**src/rtl/mfe_pkg.sv**
```systemverilog
// ----------------------------------------------------------------------------
// Modbus ASCII frame encoder package
// Character codes, function codes, the per-byte work descriptor shared by the
// front end, queue and character stage, and the hex digit encoder of the latter.
// ----------------------------------------------------------------------------
`default_nettype none

package mfe_pkg;

  // ASCII characters of the frame
  localparam logic [6:0] CH_COLON       = 7'h3A;
  localparam logic [6:0] CH_CR          = 7'h0D;
  localparam logic [6:0] CH_LF          = 7'h0A;
  localparam logic [6:0] CH_ZERO        = 7'h30;
  localparam logic [6:0] CH_LETTER_BASE = 7'h37;  // 'A' - 10

  // Supported Modbus function codes
  localparam logic [7:0] FC_READ_COILS      = 8'd1;
  localparam logic [7:0] FC_READ_INPUT_REGS = 8'd4;
  localparam logic [7:0] FC_WRITE_COIL      = 8'd5;
  localparam logic [7:0] FC_WRITE_REG       = 8'd6;
  localparam logic [7:0] FC_MULTI_COILS     = 8'd15;
  localparam logic [7:0] FC_MULTI_REGS      = 8'd16;

  // Default depth of the queue between front end and character stage
  localparam int QUEUE_DEPTH = 2;

  // One queued binary byte and what must be sent around it
  typedef struct packed {
    logic [7:0] data;   // binary byte to send as two hex digits
    logic [7:0] lrc;    // LRC to send after the byte when tail is set
    logic       lead;   // ':' goes in front (first byte of a frame)
    logic       tail;   // final byte: LRC, CR and LF follow
    logic       err;    // unsupported function: frame ends on this byte
  } desc_t;

  // Upper-case hex digit for one nibble
  function automatic logic [6:0] hex_char(input logic [3:0] nib);
    logic [6:0] wide;
    wide = {3'b000, nib};
    return (nib >= 4'd10) ? (wide + CH_LETTER_BASE) : (wide + CH_ZERO);
  endfunction

endpackage

`default_nettype wire

```
**src/rtl/mfe_fifo.sv**
```systemverilog
// ----------------------------------------------------------------------------
// Descriptor queue
// Short register queue between the front end and the character stage so
// that either side can stall without holding the other.
// ----------------------------------------------------------------------------
`default_nettype none

module mfe_fifo #(
  parameter int DEPTH = mfe_pkg::QUEUE_DEPTH
) (
  input  wire logic          clk,
  input  wire logic          rst_n,
  input  wire logic          push,
  input  wire mfe_pkg::desc_t wdata,
  output logic               wready,
  input  wire logic          pop,
  output mfe_pkg::desc_t     rdata,
  output logic               rvalid
);
  import mfe_pkg::*;

  localparam int AW = (DEPTH > 1) ? $clog2(DEPTH) : 1;
  localparam int CW = $clog2(DEPTH + 1);

  desc_t          mem_r [DEPTH];
  logic [AW-1:0]  wr_ptr_r;
  logic [AW-1:0]  rd_ptr_r;
  logic [CW-1:0]  count_r;
  logic [CW-1:0]  count_nxt;
  logic           do_push;
  logic           do_pop;

  assign wready  = (count_r != CW'(DEPTH));
  assign rvalid  = (count_r != '0);
  assign rdata   = mem_r[rd_ptr_r];
  assign do_push = push && wready;
  assign do_pop  = pop && rvalid;

  // occupancy
  always_comb begin
    count_nxt = count_r;
    if (do_push && !do_pop) begin
      count_nxt = count_r + 1'b1;
    end else if (do_pop && !do_push) begin
      count_nxt = count_r - 1'b1;
    end
  end

  // pointers and count
  always_ff @(posedge clk) begin
    if (!rst_n) begin
      wr_ptr_r <= '0;
      rd_ptr_r <= '0;
      count_r  <= '0;
    end else begin
      count_r <= count_nxt;
      if (do_push) begin
        wr_ptr_r <= (wr_ptr_r == AW'(DEPTH - 1)) ? '0 : wr_ptr_r + 1'b1;
      end
      if (do_pop) begin
        rd_ptr_r <= (rd_ptr_r == AW'(DEPTH - 1)) ? '0 : rd_ptr_r + 1'b1;
      end
    end
  end

  // storage, no reset
  always_ff @(posedge clk) begin
    if (do_push) begin
      mem_r[wr_ptr_r] <= wdata;
    end
  end

`ifndef SYNTHESIS
  a_count_bound: assert property (@(posedge clk) disable iff (!rst_n)
    count_r <= CW'(DEPTH))
    else $error("queue occupancy beyond depth");

  a_count_track: assert property (@(posedge clk) disable iff (!rst_n)
    (do_push && !do_pop) |=> (count_r == $past(count_r) + 1'b1))
    else $error("queue count lost a write");

  a_count_drop: assert property (@(posedge clk) disable iff (!rst_n)
    (do_pop && !do_push) |=> (count_r == $past(count_r) - 1'b1))
    else $error("queue count lost a read");
`endif

endmodule

`default_nettype wire

```
**src/rtl/mfe_front.sv**
```systemverilog
// ----------------------------------------------------------------------------
// Front end
// Accepts binary request bytes, tracks the position within the frame, the
// function code, the frame length and the running byte sum, and turns each
// byte into one descriptor for the character stage.
// ----------------------------------------------------------------------------
`default_nettype none

module mfe_front (
  input  wire logic           clk,
  input  wire logic           rst_n,
  input  wire logic           in_valid,
  output logic                in_ready,
  input  wire logic [7:0]     in_byte,
  output logic                push,
  output mfe_pkg::desc_t      desc,
  input  wire logic           q_ready
);
  import mfe_pkg::*;

  localparam logic [8:0] POS_FUNC       = 9'd1;
  localparam logic [8:0] POS_HDR_LAST   = 9'd3;
  localparam logic [8:0] POS_FIRST_DATA = 9'd4;
  localparam logic [8:0] POS_COUNT      = 9'd6;
  localparam logic [8:0] TOTAL_SINGLE   = 9'd6;
  localparam logic [8:0] TOTAL_MULTI    = 9'd7;

  logic [8:0] pos_r,   pos_nxt;
  logic [7:0] fc_r,    fc_nxt;
  logic [8:0] total_r, total_nxt;
  logic [7:0] sum_r,   sum_nxt;

  logic       first;
  logic       single;
  logic       multi;
  logic       err;
  logic       final_byte;
  logic [8:0] total_base;

  assign in_ready = q_ready;
  assign push     = in_valid && q_ready;

  // classify the byte
  always_comb begin
    first      = (pos_r == '0);
    sum_nxt    = (first ? 8'd0 : sum_r) + in_byte;
    fc_nxt     = (pos_r == POS_FUNC) ? in_byte : fc_r;
    total_base = first ? 9'd0 : total_r;
    single     = fc_nxt inside {FC_READ_COILS, FC_READ_INPUT_REGS,
                                FC_WRITE_COIL, FC_WRITE_REG};
    multi      = (fc_nxt == FC_MULTI_COILS) || (fc_nxt == FC_MULTI_REGS);
    err        = (pos_r == POS_HDR_LAST) && !single && !multi;

    total_nxt = total_base;
    if (pos_r == POS_HDR_LAST) begin
      if (single) begin
        total_nxt = TOTAL_SINGLE;
      end else if (multi) begin
        total_nxt = TOTAL_MULTI;
      end
    end else if ((pos_r == POS_COUNT) && multi) begin
      total_nxt = TOTAL_MULTI + {1'b0, in_byte};
    end

    final_byte = !err && (pos_r >= POS_FIRST_DATA) &&
                 (({1'b0, pos_r} + 10'd1) >= {1'b0, total_nxt});
    pos_nxt    = (err || final_byte) ? 9'd0 : pos_r + 9'd1;

    desc.data = in_byte;
    desc.lrc  = 8'd0 - sum_nxt;
    desc.lead = first;
    desc.tail = final_byte;
    desc.err  = err;
  end

  // frame state
  always_ff @(posedge clk) begin
    if (!rst_n) begin
      pos_r   <= '0;
      fc_r    <= '0;
      total_r <= '0;
      sum_r   <= '0;
    end else if (push) begin
      pos_r   <= pos_nxt;
      fc_r    <= fc_nxt;
      total_r <= total_nxt;
      sum_r   <= sum_nxt;
    end
  end

`ifndef SYNTHESIS
  a_err_no_tail: assert property (@(posedge clk) disable iff (!rst_n)
    (push && desc.err) |-> (!desc.tail && !desc.lead))
    else $error("cut-short frame also marked final");

  a_restart: assert property (@(posedge clk) disable iff (!rst_n)
    (push && (desc.err || desc.tail)) |=> (pos_r == '0))
    else $error("frame did not restart after its last byte");

  a_lead_pos: assert property (@(posedge clk) disable iff (!rst_n)
    (push && desc.lead) |=> (pos_r == POS_FUNC))
    else $error("position did not advance past the address");
`endif

endmodule

`default_nettype wire

```
**src/rtl/mfe_back.sv**
```systemverilog
// ----------------------------------------------------------------------------
// Character stage
// Expands each queued descriptor into its ASCII characters, one a cycle
// unless the queue is empty or out_ready holds, into a registered output:
// optional ':', two hex digits, then LRC, CR, LF on a frame's final byte.
// ----------------------------------------------------------------------------
`default_nettype none

module mfe_back (
  input  wire logic           clk,
  input  wire logic           rst_n,
  input  wire mfe_pkg::desc_t head,
  input  wire logic           head_valid,
  output logic                pop,
  output logic                out_valid,
  input  wire logic           out_ready,
  output logic [6:0]          out_char,
  output logic                out_last,
  output logic                out_status
);
  import mfe_pkg::*;

  typedef enum logic [2:0] {
    ST_COLON,
    ST_HI,
    ST_LO,
    ST_LRC_HI,
    ST_LRC_LO,
    ST_CR,
    ST_LF
  } step_t;

  step_t      step_r;
  logic       started_r;
  logic       valid_r;
  logic [6:0] char_r;
  logic       last_r;
  logic       status_r;

  step_t      cur_step;
  step_t      step_nxt;
  logic       load;
  logic       desc_done;
  logic [6:0] char_nxt;
  logic       last_nxt;
  logic       status_nxt;

  assign out_valid  = valid_r;
  assign out_char   = char_r;
  assign out_last   = last_r;
  assign out_status = status_r;

  // pick the character for the current step
  always_comb begin
    if (started_r) begin
      cur_step = step_r;
    end else begin
      cur_step = head.lead ? ST_COLON : ST_HI;
    end
    load      = head_valid && (!valid_r || out_ready);
    desc_done = (cur_step == ST_LF) || ((cur_step == ST_LO) && !head.tail);
    pop       = load && desc_done;
    step_nxt  = step_t'(cur_step + 3'd1);

    case (cur_step)
      ST_COLON:  char_nxt = CH_COLON;
      ST_HI:     char_nxt = hex_char(head.data[7:4]);
      ST_LO:     char_nxt = hex_char(head.data[3:0]);
      ST_LRC_HI: char_nxt = hex_char(head.lrc[7:4]);
      ST_LRC_LO: char_nxt = hex_char(head.lrc[3:0]);
      ST_CR:     char_nxt = CH_CR;
      ST_LF:     char_nxt = CH_LF;
      default:   char_nxt = CH_LF;
    endcase

    status_nxt = head.err && ((cur_step == ST_HI) || (cur_step == ST_LO));
    last_nxt   = (cur_step == ST_LF) || (head.err && (cur_step == ST_LO));
  end

  // step sequencer and output register
  always_ff @(posedge clk) begin
    if (!rst_n) begin
      step_r    <= ST_COLON;
      started_r <= 1'b0;
      valid_r   <= 1'b0;
      char_r    <= '0;
      last_r    <= 1'b0;
      status_r  <= 1'b0;
    end else if (load) begin
      valid_r   <= 1'b1;
      char_r    <= char_nxt;
      last_r    <= last_nxt;
      status_r  <= status_nxt;
      started_r <= !desc_done;
      step_r    <= step_nxt;
    end else if (out_ready) begin
      valid_r   <= 1'b0;
    end
  end

`ifndef SYNTHESIS
  a_status_hex: assert property (@(posedge clk) disable iff (!rst_n)
    (valid_r && status_r) |->
      ((char_r >= CH_ZERO && char_r <= 7'h39) || (char_r >= 7'h41 && char_r <= 7'h46)))
    else $error("error status on a non-hex character");

  a_end_lf: assert property (@(posedge clk) disable iff (!rst_n)
    (valid_r && last_r && !status_r) |-> (char_r == CH_LF))
    else $error("normal frame ended on something other than LF");

  a_started_head: assert property (@(posedge clk) disable iff (!rst_n)
    started_r |-> head_valid)
    else $error("descriptor left the queue before all its characters");
`endif

endmodule

`default_nettype wire

```
**src/rtl/modbus_ascii_frame_encoder.sv**
```systemverilog
// ----------------------------------------------------------------------------
// Modbus ASCII frame encoder
// Turns the binary bytes of a Modbus request into its ASCII frame with LRC.
// ----------------------------------------------------------------------------
// Usage:
//   in_*  : stream of binary request bytes (address, function, start address,
//           then the function's data bytes), one byte per transfer.
//   out_* : one ASCII character per transfer: ':' before the address, two
//           upper-case hex digits per byte, then LRC (two digits), CR, LF.
//           out_tlast marks the last character of a frame; out_tuser is set
//           on both digits of byte 3 when the function code is unsupported,
//           which ends the frame there with no LRC, CR or LF.
//   Each byte's descriptor is written into the queue, and each of its
//   characters is then registered in the output register. Characters
//   leave one per cycle while a descriptor waits and out_tready is high:
//   two digits per middle byte, ':' and two digits for the address byte,
//   and two digits, LRC, CR and LF for the final byte of a frame. A small
//   descriptor queue sits between the byte classifier and the character
//   stage, so new bytes are taken while earlier characters still wait.
//   Reset clears the frame position, sum and queue; the next byte is taken
//   as an address. When out_tready is low the current character holds and
//   input transfers stop once the queue is full.
// ----------------------------------------------------------------------------
`default_nettype none

module modbus_ascii_frame_encoder #(
  parameter int FIFO_DEPTH = mfe_pkg::QUEUE_DEPTH
) (
  input  wire logic       clk,
  input  wire logic       rst_n,
  input  wire logic       in_tvalid,
  output logic            in_tready,
  input  wire logic [7:0] in_tdata,    // [7:0] data_byte
  output logic            out_tvalid,
  input  wire logic       out_tready,
  output logic [7:0]      out_tdata,   // [6:0] ascii_char, [7] zero
  output logic            out_tlast,   // frame_end
  output logic            out_tuser    // [0] frame_status
);
  import mfe_pkg::*;

  desc_t      front_desc;
  desc_t      head_desc;
  logic       front_push;
  logic       q_ready;
  logic       head_valid;
  logic       back_pop;
  logic [6:0] out_char;

  // byte classifier
  mfe_front u_front (
    .clk      (clk),
    .rst_n    (rst_n),
    .in_valid (in_tvalid),
    .in_ready (in_tready),
    .in_byte  (in_tdata),
    .push     (front_push),
    .desc     (front_desc),
    .q_ready  (q_ready)
  );

  // descriptor queue
  mfe_fifo #(
    .DEPTH (FIFO_DEPTH)
  ) u_fifo (
    .clk    (clk),
    .rst_n  (rst_n),
    .push   (front_push),
    .wdata  (front_desc),
    .wready (q_ready),
    .pop    (back_pop),
    .rdata  (head_desc),
    .rvalid (head_valid)
  );

  // character stage
  mfe_back u_back (
    .clk        (clk),
    .rst_n      (rst_n),
    .head       (head_desc),
    .head_valid (head_valid),
    .pop        (back_pop),
    .out_valid  (out_tvalid),
    .out_ready  (out_tready),
    .out_char   (out_char),
    .out_last   (out_tlast),
    .out_status (out_tuser)
  );

  assign out_tdata = {1'b0, out_char};

endmodule

`default_nettype wire
```
**config.mk**
```make
export PLATFORM = sky130hd
export DESIGN_NAME = modbus_ascii_frame_encoder
export DESIGN_NICKNAME = d
export VERILOG_FILES = /design/src/rtl/mfe_pkg.sv /design/src/rtl/mfe_fifo.sv /design/src/rtl/mfe_front.sv /design/src/rtl/mfe_back.sv /design/src/rtl/modbus_ascii_frame_encoder.sv
export SDC_FILE = /design/constraint.sdc
export NUM_CORES = 1
export LEC_CHECK = 0
export ABC_CLOCK_PERIOD_IN_PS = 6700
export BUFFER_PORTS_ARGS = -buffer_cell sky130_fd_sc_hd__buf_2
export CORE_MARGIN = 2
export CORE_UTILIZATION = 45
export DETAILED_ROUTE_END_ITERATION = 10
export MAX_ROUTING_LAYER = met4
export PLACE_DENSITY = 0.62
export REMOVE_ABC_BUFFERS = 1
export SETUP_SLACK_MARGIN = 0.15
export SLEW_MARGIN = 20
export SYNTH_ARGS = -nofsm -noshare
export SYNTH_HDL_FRONTEND = slang
export SYNTH_SLANG_ARGS = --single-unit
```
**constraint.sdc**
```tcl
create_clock -name clk -period 6.7 [get_ports clk]
set_input_delay 1.34 -clock clk [delete_from_list [all_inputs] [get_ports clk]]
set_output_delay 1.34 -clock clk [all_outputs]
set_load 0.01 [all_outputs]
```
Word-level counts from Yosys, hierarchy flattened
Memory sizes are Yosys's and may differ from the RTL's. A register that Yosys moved wholly into a read port is not among the register bits.
Cells that the tools add are included.
{ "op_classes": {"shifts": 0, "div_mod_pow": 0, "n_bitwise": 0, "n_lt_le_gt_ge": 6, "addsub": 18, "n_eq_ne": 16, "muxes": 25, "mul": 0, "n_reduce_logical": 35} }
{ "ops": {"columns": ["operator", "n"], "rows": [
  ["4-bit by 6-bit adder with 7-bit output, second input constant", 8],
  ["9-bit two-way mux", 6],
  ["7-bit case mux with 6 select lines", 1],
  ["7-bit two-way mux", 4],
  ["8-bit by 3-bit == test with 1-bit output, second input constant", 3],
  ["4-bit greater-or-equal comparator, second input constant", 4],
  ["8-bit two-way mux", 2],
  ["1-bit logical AND", 15],
  ["9-bit by 1-bit adder with 10-bit output, second input constant", 1],
  ["10-bit by 9-bit greater-or-equal comparator with 1-bit output", 1],
  ["3-bit by 8-bit adder with 9-bit output, first input constant", 1],
  ["9-bit by 1-bit adder with 9-bit output, second input constant", 1],
  ["3-bit == test, second input constant", 3],
  ["9-bit by 1-bit == test with 1-bit output, second input constant", 1],
  ["9-bit by 2-bit == test with 1-bit output, second input constant", 1],
  ["9-bit by 3-bit == test with 1-bit output, second input constant", 1],
  ["9-bit by 3-bit greater-or-equal comparator with 1-bit output, second input constant", 1],
  ["9-bit logical NOT", 1],
  ["1-bit two-way mux", 9],
  ["8-bit adder", 1],
  ["8-bit by 1-bit == test with 1-bit output, second input constant", 1],
  ["8-bit by 4-bit == test with 1-bit output, second input constant", 1],
  ["8-bit by 5-bit == test with 1-bit output, second input constant", 1],
  ["1-bit logical NOT", 8],
  ["14 further kinds", 24]
]} }
{ "word_totals": {"n_memories": 1, "wordCells": 114, "inputBits": 12, "mem_bits_rw": 38, "output_inout_bits": 12, "mem_bits_ro": 0, "latch_bits": 0, "reg_bits": 52} }
{ "memory_table": {"columns": ["name", "depth", "word_bits", "read_ports", "rd_clocked_by_memory_dff", "write_ports", "line", "rtl"], "rows": [
  ["u_fifo.mem_r", 2, 19, 1, 1, 1, "mfe_fifo.sv:25", "desc_t mem_r [DEPTH];"]
]} }

Longest topological paths before layout
Gate-level depths: netlist (run 1).
{ "logic_depth": {"ltp_word": 12, "mapped_depth": 17, "depth_no_buf": 15} }

Hierarchy
Synthesis (run 1) repeated with hierarchy kept, for this count alone.
{ "hier_totals": {"cells_unflattened": 617, "hier_area_um2": 5791.8} }
{ "modules_own_cells": {"columns": ["mod", "n_inst", "area_per_inst_um2", "seq_area_each_um2", "cells_per_inst"], "rows": [
  ["mfe_front", 1, 2879.0, 680.7, 371],
  ["mfe_fifo", 1, 1610.3, 1241.2, 83],
  ["mfe_back", 1, 1291.2, 280.3, 161],
  ["modbus_ascii_frame_encoder", 1, 11.3, 0.0, 2]
]} }

Worst setup path before layout (run 1)
OpenSTA, ideal clock, no wires.
{ "synth_path": {"path_type": "in2reg", "start": "input port in_tdata[0]", "end": "memory u_fifo.mem_r[0][1] (netlist name), data pin", "path_buffers": 2, "setup_slack_ns": 2.170, "required_time_ns": 6.431, "setup_time_ns": 0.269, "cell_stages": 13, "t_arrival_ns": 4.261, "path_cell_list": "buf_2 or3_4 or3b_1 mux2i_4 o31ai_1 a31oi_1 ha_1 a21o_1 a21oi_1 nand2_1 o41ai_1 clkbuf_1 inv_1"} }
{ "synth_rtl": {"columns": ["element", "line", "rtl"], "rows": [
  ["start, declared", "modbus_ascii_frame_encoder.sv:33", "input wire logic [7:0] in_tdata,"],
  ["end, declared", "mfe_fifo.sv:25", null]
]} }

Final worst setup path (run 1)
{ "layout_path": {"start": "register u_front.pos_r[4]", "end": "register u_front.pos_r[2]"} }
{ "layout_via": {"elab_chain_len": 12, "elab_cells_between_ends": 31, "classes_between": "1 x add/sub; 2 x order compare; 9 x eq/ne; 7 x mux; 12 x reduce/logical"} }
{ "layout_lines": {"columns": ["element", "line", "rtl"], "rows": [
  ["start, declared", "mfe_front.sv:28", "logic [8:0] pos_r, pos_nxt;"],
  ["start signal, assigned", "mfe_front.sv:84", "pos_r <= pos_nxt;"],
  ["parallel branches: the longest is 10 deep, another holds 10-bit by 9-bit greater-or-equal comparator with 1-bit output", null, null],
  ["1-bit logical OR (*)", "mfe_front.sv:67", "pos_nxt = (err || final_byte) ? 9'd0 : pos_r + 9'd1;"],
  ["9-bit two-way mux (*)", "mfe_front.sv:67", null]
]} }
Mark *: on every way between the ends.
A chain may end at the register's enable or synchronous reset.

==> flow_metrics.py, run 1 <==
metrics = {
    "status": {
        "status": "complete, no violations",
    },
    "die": {
        "dieArea_mm2": 0.0136,
        "start_util_pct": 45.7,
        "fp.coreArea_mm2": 0.0125,
        "rows": 41,
        "fp.dieW_um": 117,
        "ios": 24,
        "dieHeight_um": 117,
    },
    "worst_setup_path": {
        "critPathCaptureType": "flip-flop",
        "path_depth": 12,
        "worst-path-buf-inv": 0,
        "cp.required_ns": 7.00,
        "critical_path.max_stage_delay_ns": 0.87,
        "r2r_cells": 12,
        "path_common_cell": "a21o_1",
        "cp_top_family": "compound AO/OA/AOI/OAI gates",
        "crit_arrival_ns": 4.94,
        "worstSetupStartpointType": "flip-flop",
        "critical_path_peak_fanout": 12,
        "path_cells": "nor4_2 -> nand3_2 -> mux2i_4 -> o31ai_1 -> a31oi_1 -> ha_1 -> a21o_1 -> a21oi_1 -> nand2_1 -> o41ai_4 -> and4b_1 -> a21o_1",
        "critical_path.slowest_cell": "nor4_2",
        "critical_path_class": "flip-flop to flip-flop",
    },
    "finish": {
        "multi_input_area_mm2": 0.00329,
        "fillerInstances": 1197,
        "syn2layout_area_growth_pct": 9.13,
        "final_net_count": 694,
        "antenna_cells": 0,
        "regArea_mm2": 0.00220,
        "drive_above_1_share_pct": 9.54,
        "postLayoutCoreUtil_pct": 49.8,
    },
    "cts": {
        "cts_tree": "built",
        "postCtsSetupRepairBufs": 0,
        "cts_htree_levels": 3,
        "cts-root-buf": "clkbuf_16",
        "clock_sinks": 91,
        "cts_made_buffers": 9,
        "clock_latency_ns": 0.35,
        "cts_hold_buffers": 0,
        "clk_pin_slew_ns": 0.07,
        "cts.repair.resized": 0,
        "clk_path_buf_depth": 2,
    },
    "global_routing": {
        "use_met1_pct": 28.0,
        "met3_usage_pct": 4.36,
        "grt_max_degree": 36,
        "track_usage_pct": 21.0,
        "grt_use_met2_pct": 31.6,
        "grt_pass1_wl_um": 21600,
        "antenna_found_initial": 0,
        "grt_overflow": 0,
        "grt-busiest-layer": "met2",
        "grt_pass1_vias": 4366,
    },
    "timing": {
        "final-hold-violation-count": 0,
        "slew_violations": 0,
        "finalCritPeriodShare_pct": 69.3,
        "fmax_mhz": 215,
        "fin_tns_setup_ns": 0,
        "hold_slack_ns": 0.455,
        "finalCriticalPeriod_ns": 4.64,
        "slew_headroom_pct": 33.6,
        "rsz0062_at_grt": "false",
        "setup_viol": 0,
        "finalClockSkew_ns": 0.00565,
        "worstMarginPinSlew_ns": 0.987,
    },
    "min_path": {
        "hold_class": "flip-flop to flip-flop",
        "whs_path_depth": 2,
    },
    "detailed_routing": {
        "routed_wl_um": 13400,
        "postRouteAntennaNets": 0,
        "viasPerCell": 5.76,
        "drc_errors": 0,
        "wl_per_cell_um": 16.3,
        "via_count": 4731,
        "drtIter0Drc": 422,
        "first_pass_iters": 5,
    },
    "yosys": {
        "synthTopCellsByCount": "69 x nand2_1, 53 x dfxtp_1, 44 x a21oi_1",
        "synth.most_common_cell": "nand2_1",
        "synth_top_area_share_pct": 20.0,
        "netlist_instances": 642,
        "yosys_warnings": 0,
        "yosysSeqAreaShare_pct": 38.5,
        "synth.avg_cell_area_um2": 8.90,
        "syn-cell-area_mm2": 0.00572,
        "synth_area_leaders": "edfxtp_1 20%, dfxtp_1 19%, ha_1 7.9%, nand2_1 4.5%, a21oi_1 3.9%",
        "yosys.area.top_type": "edfxtp_1",
        "synth-seq-cells": 91,
        "synth_flop_cell": "dfxtp_1",
        "synth_edf_count": 38,
        "async_reset_ff_share_pct": 0,
        "synth_cell_types": 73,
    },
    "flow_run": {
        "maxCapViolations": 0,
    },
    "power_and_ir_drop": {
        "vdd_ir_drop_max_v": 0.000102,
        "leakagePower_uw": 0.00235,
        "power_density_mw_per_mm2": 263,
    },
    "placed_design": {
        "gp_congestion": 0.906,
        "port_buffers": 22,
        "dp_hpwl_um": 9650,
    },
}
-- cell type report --
type,instances,area share (%)
Multi-Input combinational cell,492,52.7
Sequential cell,91,35.3
Clock buffer,9,3.61
Tap cell,172,3.45
Timing Repair Buffer,26,2.25
Inverter,25,1.50
Clock inverter,7,1.20
-- sequential cells by signal, indices dropped and copies added, names as in the netlist, named ones only --
register and count:
u_front.pos_r 9, u_back.out_valid 1, u_back.out_char 7, u_fifo.wr_ptr_r 1, u_fifo.count_r 2, u_front.fc_r 8, u_back.started_r 1, u_back.step_r 3
u_fifo.mem_r 38, u_front.sum_r 8, u_front.total_r 9, u_fifo.rd_ptr_r 1, u_back.out_status 1, u_back.out_last 1
-- placed cells by master (no fill, tap or decap), types with 6 or more instances in the layout --
cell and n:
nand2b_1 8, o21ai_0 25, dfxtp_1 53, and3_1 11, nor4_1 6, xnor2_1 20, a21boi_0 8, a31oi_1 9
nor2b_1 6, mux2i_1 18, buf_2 22, a21o_1 6, and2_1 14, nor2_1 43, o21a_1 6, nand2_1 69
nor3_1 20, xor2_1 14, ha_1 36, inv_1 24, clkbuf_16 9, edfxtp_1 38, nand4_1 7, nand3_1 38
a211oi_1 9, a21oi_1 44
-- report_power, final --
| part | switching [µW] | total [µW] | internal, µW |
|---|---|---|---|
| registers | 36.2 | 688 | 652 |
| clock network | 228 | 520 | 292 |
| logic | 275 | 434 | 159 |
| total | 539 | 1640 | 1100 |
-- worst paths after layout --
| path | endpoint | slack (ns) | from |
|---|---|---|---|
| max | u_front.pos_r[2] | 2.06 | u_front.pos_r[4] |
| min reg2reg | u_front.sum_r[6] | 0.45 | u_front.sum_r[6] |
| max reg2reg | u_front.pos_r[2] | 2.06 | u_front.pos_r[4] |
| min | u_front.sum_r[6] | 0.45 | u_front.sum_r[6] |
-- per-stage QoR --
step	worst slack [ns]	instances	total power, µW	area (µm²)
finish	2.06	822	1640	6240
global route	1.69	822	1740	6240
CTS	1.86	822	1650	6230
detailed placement	1.57	806	1130	5930
global placement	1.69	806	1120	5930
floorplan	1.86	608	1000	5560
-- per-layer routing --
layer | part of all wire, % | up-vias
met2 | 45 | 122
met5 | 0 | -
met3 | 5.1 | 26
met4 | 2.1 | 0
met1 | 48 | 2234
li1 | - | 2349
-- tightest hold or removal path: cells and delay by family (launching register included) --
family,cells,cell delay (ns)
AOI/OAI and AO/OA,1,0.05
DFF,1,0.31
and+or+nand+nor,1,0.05
-- kinds of logic (layout without fill, tap and decap cells) --
family / Yosys count / after routing / synth area share, %
DFF: 91 / 91 / 38.5
buffers and inverters: 59 / 67 / 4.31
muxes: 21 / 21 / 3.94
other: 1 / 1 / 0.0656
xor gates and xnor gates: 34 / 34 / 5.21
and+or+nand+nor: 247 / 247 / 22.0
AOI/OAI and AO/OA: 152 / 152 / 17.8
adders and majority gates: 37 / 37 / 8.23
(Power assumes the default switching activity.)
==> run 2, diff against run 1 <==
--- a/config.mk
+++ b/config.mk
@@ -5,7 +5,8 @@
 export SDC_FILE = /design/constraint.sdc
 export NUM_CORES = 1
 export LEC_CHECK = 0
-export ABC_CLOCK_PERIOD_IN_PS = 6700
+export ABC_AREA = 1
+export ABC_CLOCK_PERIOD_IN_PS = 4450
 export BUFFER_PORTS_ARGS = -buffer_cell sky130_fd_sc_hd__buf_2
 export CORE_MARGIN = 2
 export CORE_UTILIZATION = 45
==> constraint.sdc (replaced) <==
create_clock -name clk -period 4.45 [get_ports clk]
set_input_delay 0.89 -clock clk [delete_from_list [all_inputs] [get_ports clk]]
set_output_delay 0.89 -clock clk [all_outputs]
set_load 0.01 [all_outputs]
==> run 2 against run 1 <==
Effect of this change: via count grew 5.4%; synthesized area up 2.7%; core utilization is 0.90 points higher; sequential power up 48%; clock-buffer cell count rose by 2; register-to-register slack worse by 1.4 ns; non-clock buffer count increased by 3; routed wire length decreased by 0.84%; critical endpoint unchanged; largest power group unchanged; highest routed layer unchanged.
==> flow_metrics.py, run 2 <==
metrics = {
    "status": {
        "status": "complete, no violations",
    },
    "timing": {
        "fin_tns_setup_ns": 0,
        "finalCriticalPeriod_ns": 3.79,
        "setup_viol": 0,
        "fmax_mhz": 264,
        "slew_headroom_pct": 29.9,
        "worstMarginPinSlew_ns": 1.04,
        "finalCritPeriodShare_pct": 85.3,
        "final-hold-violation-count": 0,
        "slew_violations": 0,
        "fin_ws_ns": 0.655,
        "finalClockSkew_ns": 0.00753,
        "rsz0062_at_grt": "false",
    },
    "worst_setup_path": {
        "critPathCaptureType": "flip-flop",
        "crit_arrival_ns": 3.98,
        "cp.required_ns": 4.64,
        "worstSetupStartpointType": "flip-flop",
        "critical_path_peak_fanout": 13,
        "critical_path_class": "flip-flop to flip-flop",
        "r2r_slack_ns": 0.66,
    },
    "die": {
        "start_util_pct": 46.3,
        "dieArea_mm2": 0.0140,
        "fp.dieW_um": 118,
        "rows": 41,
        "dieHeight_um": 118,
        "fp.coreArea_mm2": 0.0127,
        "ios": 24,
    },
    "global_routing": {
        "grt_pass1_wl_um": 22300,
        "grt_pass1_vias": 4592,
        "use_met1_pct": 27.4,
        "antenna_found_initial": 0,
        "grt_use_met2_pct": 31.3,
        "met3_usage_pct": 2.65,
        "grt_overflow": 0,
        "track_usage_pct": 20.1,
        "grt-busiest-layer": "met2",
        "grt_max_degree": 45,
    },
    "finish": {
        "reg_top3": "u_fifo.mem_r: 38 flops, u_front.pos_r: 9 flops, u_front.total_r: 9 flops",
        "antenna_cells": 0,
        "layout_common_cells": "189 x nand2_1, 120 x inv_1, 70 x nand3_1, 65 x nor2_1, 53 x dfxtp_1",
        "top_register": "u_fifo.mem_r",
        "layout_commonest_cell": "nand2_1",
        "final_net_count": 868,
        "largest_reg_flops": 38,
        "drive_above_1_share_pct": 9.83,
        "syn2layout_area_growth_pct": 9.51,
        "finalNonFillerCells": 996,
        "fin_area_mm2": 0.00643,
    },
    "placed_design": {
        "place_inst": 980,
        "gp_congestion": 0.905,
        "placed_area_mm2": 0.00614,
        "port_buffers": 22,
        "pre_cts_slack_ns": 0.648,
        "dp_hpwl_um": 9950,
    },
    "yosys": {
        "synth_area_leaders": "edfxtp_1 19%, dfxtp_1 18%, nand2_1 12%, inv_1 7.7%, ha_1 7.7%",
        "synth-seq-cells": 91,
        "async_reset_ff_share_pct": 0,
        "synth_cell_types": 43,
        "synth_top_area_share_pct": 19.4,
        "synth_edf_count": 38,
        "yosys.area.top_type": "edfxtp_1",
        "yosysSeqAreaShare_pct": 37.5,
        "yosys_warnings": 0,
        "netlist_instances": 799,
        "synth_flop_cell": "dfxtp_1",
        "syn-cell-area_mm2": 0.00587,
        "synthTopCellsByCount": "189 x nand2_1, 121 x inv_1, 70 x nand3_1",
        "synth.avg_cell_area_um2": 7.35,
        "synth.most_common_cell": "nand2_1",
    },
    "cts": {
        "cts_made_buffers": 9,
        "cts.repair.resized": 0,
        "cts-root-buf": "clkbuf_16",
        "postCtsSetupRepairBufs": 0,
        "clk_path_buf_depth": 2,
        "cts_htree_levels": 3,
        "clock_sinks": 91,
        "cts_tree": "built",
        "clk_pin_slew_ns": 0.07,
        "cts_hold_buffers": 0,
        "clock_latency_ns": 0.34,
    },
    "detailed_routing": {
        "postRouteAntennaNets": 0,
        "via_count": 4988,
        "drtIter0Drc": 329,
        "viasPerCell": 5.01,
        "routed_wl_um": 13300,
        "first_pass_iters": 5,
        "wl_per_cell_um": 13.3,
        "drc_errors": 0,
    },
    "power_and_ir_drop": {
        "vdd_ir_drop_max_v": 0.000166,
        "power_density_mw_per_mm2": 376,
        "leakagePower_uw": 0.00300,
        "finalPower_uw": 2420,
    },
    "min_path": {
        "hold_class": "flip-flop to flip-flop",
    },
    "flow_run": {
        "maxCapViolations": 0,
    },
}
run 2: cell types whose count changed after synthesis, moves of 9 or more:
cell / previous run / this run
inv_1: 24 / 121
nand3_1: 38 / 70
clkbuf_1: 23 / 13
xnor2_1: 20 / 3
mux2i_1: 18 / 4
nor3_1: 20 / 7
nand2_2: 0 / 9
o21ai_0: 25 / 50
nor2_1: 43 / 65
nand2_1: 69 / 189
a211oi_1: 9 / 0
a31oi_1: 9 / 0
run 2: logic make-up (layout without fill, tap and decap cells):
| family | count (synthesis) | in the layout | synth area share, % |
|---|---|---|---|
| other | 1 | 1 | 0.0639 |
| buffers and inverters | 149 | 174 | 10.3 |
| muxes | 4 | 4 | 0.682 |
| AOI/OAI and AO/OA | 113 | 113 | 10.2 |
| and+or+nand+nor | 379 | 379 | 29.5 |
| DFF | 91 | 91 | 37.5 |
| xor gates and xnor gates | 25 | 25 | 3.73 |
| adders and majority gates | 37 | 37 | 8.01 |
run 2: final cells by class:
class / count / area, µm²
sequential: 91 / 2200
fill: 1265 / 6240
inverter: 129 / 497
clock buffer: 11 / 243
timing repair buffer: 29 / 163
tap: 172 / 215
clock inverter: 5 / 45.0
multi-input combinational: 559 / 3060
run 2: power breakdown:
group	internal (µW)	total [µW]	switching [µW]
clock network	404	747	343
registers	982	1020	37.9
logic	219	650	431
run 2: per-stage QoR:
stage | hold WS, ns | utilization (%)
5_1_grt | 0.483 | 50.7
6_report | 0.464 | 50.7
4_1_cts | 0.464 | 50.7
3_5_place_dp | 0.454 | 48.5
2_1_floorplan | 0.429 | -
3_3_place_gp | 0.443 | 48.5
run 2: path summary, 6_finish.rpt:
kind,from,endpoint,cells past startpoint
min reg2reg,u_front.sum_r[0],u_front.sum_r[0],2
max,u_front.pos_r[0],u_front.pos_r[2],25
max reg2reg,u_front.pos_r[0],u_front.pos_r[2],25
min,u_front.sum_r[0],u_front.sum_r[0],2
run 2: critical path, cell delays in order (launching register included):
cell and delay [ns]:
dfxtp_1 0.47, ha_1 0.31, nand2_8 0.09, nor2_4 0.20, nand3_1 0.15, nand2_1 0.12
nand2_1 0.07, nor2_1 0.12, nand2_2 0.08, nand2_4 0.15, nand2_2 0.15, nand2_1 0.10
nand3_1 0.08, and2_1 0.15, ha_1 0.29, nand2_1 0.08, nor2_1 0.14, o21ai_0 0.11
nand4_1 0.08, nand2_1 0.05, nand4_1 0.06, nand2_1 0.05, nand2_1 0.06, nand2_1 0.23
nand3_1 0.19, a21oi_1 0.07
run 2: metal layers:
layer | up-vias | part of all wire [%]
li1 | 2609 | -
met3 | 14 | 3.7
met4 | 0 | 1.4
met1 | 2268 | 50
met2 | 97 | 45
met5 | - | 0
==> run 3, diff against run 2 <==
--- a/config.mk
+++ b/config.mk
@@ -8,9 +8,11 @@
 export ABC_AREA = 1
 export ABC_CLOCK_PERIOD_IN_PS = 4450
 export BUFFER_PORTS_ARGS = -buffer_cell sky130_fd_sc_hd__buf_2
+export CORE_ASPECT_RATIO = 0.5
 export CORE_MARGIN = 2
 export CORE_UTILIZATION = 45
 export DETAILED_ROUTE_END_ITERATION = 10
+export GPL_ROUTABILITY_DRIVEN = 0
 export MAX_ROUTING_LAYER = met4
 export PLACE_DENSITY = 0.62
 export REMOVE_ABC_BUFFERS = 1
==> run 3 against run 2 <==
Effect of this change: flip-flop and latch count stayed put; worst setup slack improved by 0.022 ns; critical path depth decreased by 1; largest power group unchanged; sequential share of layout area hardly changed; largest cell class unchanged.
==> flow_metrics.py, run 3 (same netlist as run 2, synthesis figures left out) <==
metrics = {
    "status": {
        "status": "complete, no violations",
    },
    "power_and_ir_drop": {
        "p_clk_share_pct": 31.2,
        "p_int_uw": 1610,
        "seqPwrFrac_pct": 42.1,
        "switchingPower_uw": 802,
        "finalPower_uw": 2420,
        "vdd_ir_drop_max_v": 0.000184,
        "leakagePower_uw": 0.00300,
        "power_density_mw_per_mm2": 376,
        "combPwrFrac_pct": 26.7,
        "sw_frac_of_total_pct": 33.2,
    },
    "detailed_routing": {
        "viasPerCell": 4.93,
        "via_count": 4899,
        "first_pass_iters": 5,
        "wl_met1_um": 6660,
        "met2WireLength_um": 5960,
        "topRoutingLayerUsed": "met4",
        "postRouteAntennaNets": 0,
        "routed_wl_um": 13200,
        "met3_wirelength_um": 440,
        "drtIter0Drc": 381,
        "wl_per_cell_um": 13.3,
        "drc_errors": 0,
    },
    "placed_design": {
        "pre_cts_slack_ns": 0.673,
        "place_inst": 977,
        "port_buffers": 22,
        "dp_hpwl_um": 9850,
    },
    "global_routing": {
        "track_usage_pct": 21.3,
        "grt_pass1_vias": 4659,
        "antenna_found_initial": 0,
        "grt_overflow": 0,
        "grt_pass1_wl_um": 22600,
        "grt_max_degree": 44,
    },
    "timing": {
        "finalCritPeriodShare_pct": 84.8,
        "fmax_mhz": 265,
        "finalClockSkew_ns": 0.00806,
        "finalCriticalPeriod_ns": 3.77,
        "final-hold-violation-count": 0,
        "slew_headroom_pct": 56.1,
        "fin_tns_setup_ns": 0,
        "slew_violations": 0,
        "worstMarginPinSlew_ns": 0.658,
        "fin_ws_ns": 0.677,
        "setup_viol": 0,
        "rsz0062_at_grt": "false",
    },
    "finish": {
        "antenna_cells": 0,
        "postLayoutCoreUtil_pct": 50.6,
        "drive_above_1_share_pct": 9.96,
        "layout_commonest_cell": "nand2_1",
        "layout_common_cells": "189 x nand2_1, 120 x inv_1, 70 x nand3_1, 65 x nor2_1, 53 x dfxtp_1",
        "fillerInstances": 1274,
        "final_net_count": 867,
        "finalNonFillerCells": 993,
        "largest_reg_flops": 38,
        "syn2layout_area_growth_pct": 9.46,
        "top_register": "u_fifo.mem_r",
        "reg_top3": "u_fifo.mem_r: 38 flops, u_front.pos_r: 9 flops, u_front.total_r: 9 flops",
    },
    "die": {
        "dieArea_mm2": 0.0140,
        "start_util_pct": 46.2,
        "rows": 29,
        "dieHeight_um": 84.8,
        "fp.dieW_um": 166,
        "ios": 24,
        "fp.coreArea_mm2": 0.0127,
    },
    "worst_setup_path": {
        "cp.required_ns": 4.53,
        "critical_path_class": "flip-flop to flip-flop",
        "critical_path_peak_fanout": 13,
        "r2r_slack_ns": 0.68,
        "r2r_cells": 24,
        "rr_startpoint": "u_front.pos_r[0]",
        "critPathCaptureType": "flip-flop",
        "worst_r2r_endpoint": "u_fifo.mem_r[0][1]",
        "crit_arrival_ns": 3.85,
        "worstSetupStartpointType": "flip-flop",
    },
    "cts": {
        "cts.repair.resized": 0,
        "postCtsSetupRepairBufs": 0,
        "clk_pin_slew_ns": 0.07,
        "clock_sinks": 91,
        "cts_htree_levels": 3,
        "clock_latency_ns": 0.35,
        "cts_tree": "built",
        "cts_made_buffers": 9,
        "cts-root-buf": "clkbuf_16",
        "cts_hold_buffers": 0,
        "clk_path_buf_depth": 2,
    },
    "min_path": {
        "worstHoldStart": "u_back.out_char[5]",
        "whs_path_depth": 2,
        "hold_class": "flip-flop to flip-flop",
        "worstHoldEndpoint": "u_back.out_char[5]",
    },
    "flow_run": {
        "maxCapViolations": 0,
    },
}
[run 3: cell count changes in the layout (fill, tap and decap cells not counted)]
cell,change
clkinv_1,-1
clkbuf_1,-1
inv_6,+2
inv_2,+1
clkbuf_8,+1
buf_4,-1
clkinv_4,-1
inv_8,-1
[run 3: stage by stage]
stage	hold WS (ns)	area (µm²)
after floorplan	0.429	5760
after global placement	0.448	6130
after detailed placement	0.451	6130
after CTS	0.461	6430
after global routing	0.479	6430
final	0.463	6430
[run 3: cell type report]
class                      instances  area (µm²)  share of cell area (%)
clock inverter                     5        42.5                   0.662
inverter                         129         497                    7.73
timing repair buffer              28         155                    2.41
tap                              170         213                    3.31
sequential                        91        2200                    34.3
clock buffer                      11         253                    3.93
multi-input combinational        559        3060                    47.7
[run 3: worst max path at each step]
stage	startpoint	cells past startpoint	endpoint	slack, ns
2_1_floorplan	in_tdata[7]	21	u_fifo.mem_r[0][1]	1.25
3_3_place_gp	in_tdata[6]	24	u_front.pos_r[7]	0.75
3_5_place_dp	in_tdata[5]	23	u_fifo.mem_r[1][1]	0.67
4_1_cts	u_front.pos_r[0]	24	u_fifo.mem_r[0][1]	0.69
5_1_grt	u_front.pos_r[0]	25	u_front.pos_r[1]	0.31
6_report	u_front.pos_r[0]	24	u_fifo.mem_r[0][1]	0.68
[run 3: layer usage]
| layer | global-route usage [%] | vias to the layer above |
|---|---|---|
| met5 | - | - |
| met4 | 5.88 | 0 |
| met3 | 4.20 | 16 |
| met2 | 33.8 | 72 |
| met1 | 27.9 | 2208 |
| li1 | - | 2603 |
[run 3: power by group through the flow]
stage / Clock (µW) / Combinational, µW / Sequential (µW)
finish: 755 / 645 / 1020
global placement: 0 / 634 / 1030
global route: 810 / 747 / 1030
floorplan: 0 / 459 / 1040
detailed placement: 0 / 644 / 1040
CTS: 778 / 646 / 1020
[run 3: worst max-delay path: stages (launching register included)]
cell,delay [ns]
dfxtp_1,0.44
ha_1,0.32
nand2_8,0.09
nor2_8,0.19
nand3_1,0.13
nand2_2,0.10
nand2_2,0.08
nor2_2,0.13
nand2_1,0.10
nand2_4,0.15
nand2_2,0.15
nand2_1,0.10
nand3_1,0.09
and2_1,0.16
ha_1,0.30
nand2_1,0.09
nor2_1,0.06
o21ai_0,0.07
nand4_1,0.10
nand2_1,0.07
nand4_1,0.07
nand2_1,0.06
nand2_1,0.05
nand2_1,0.28
inv_1,0.11
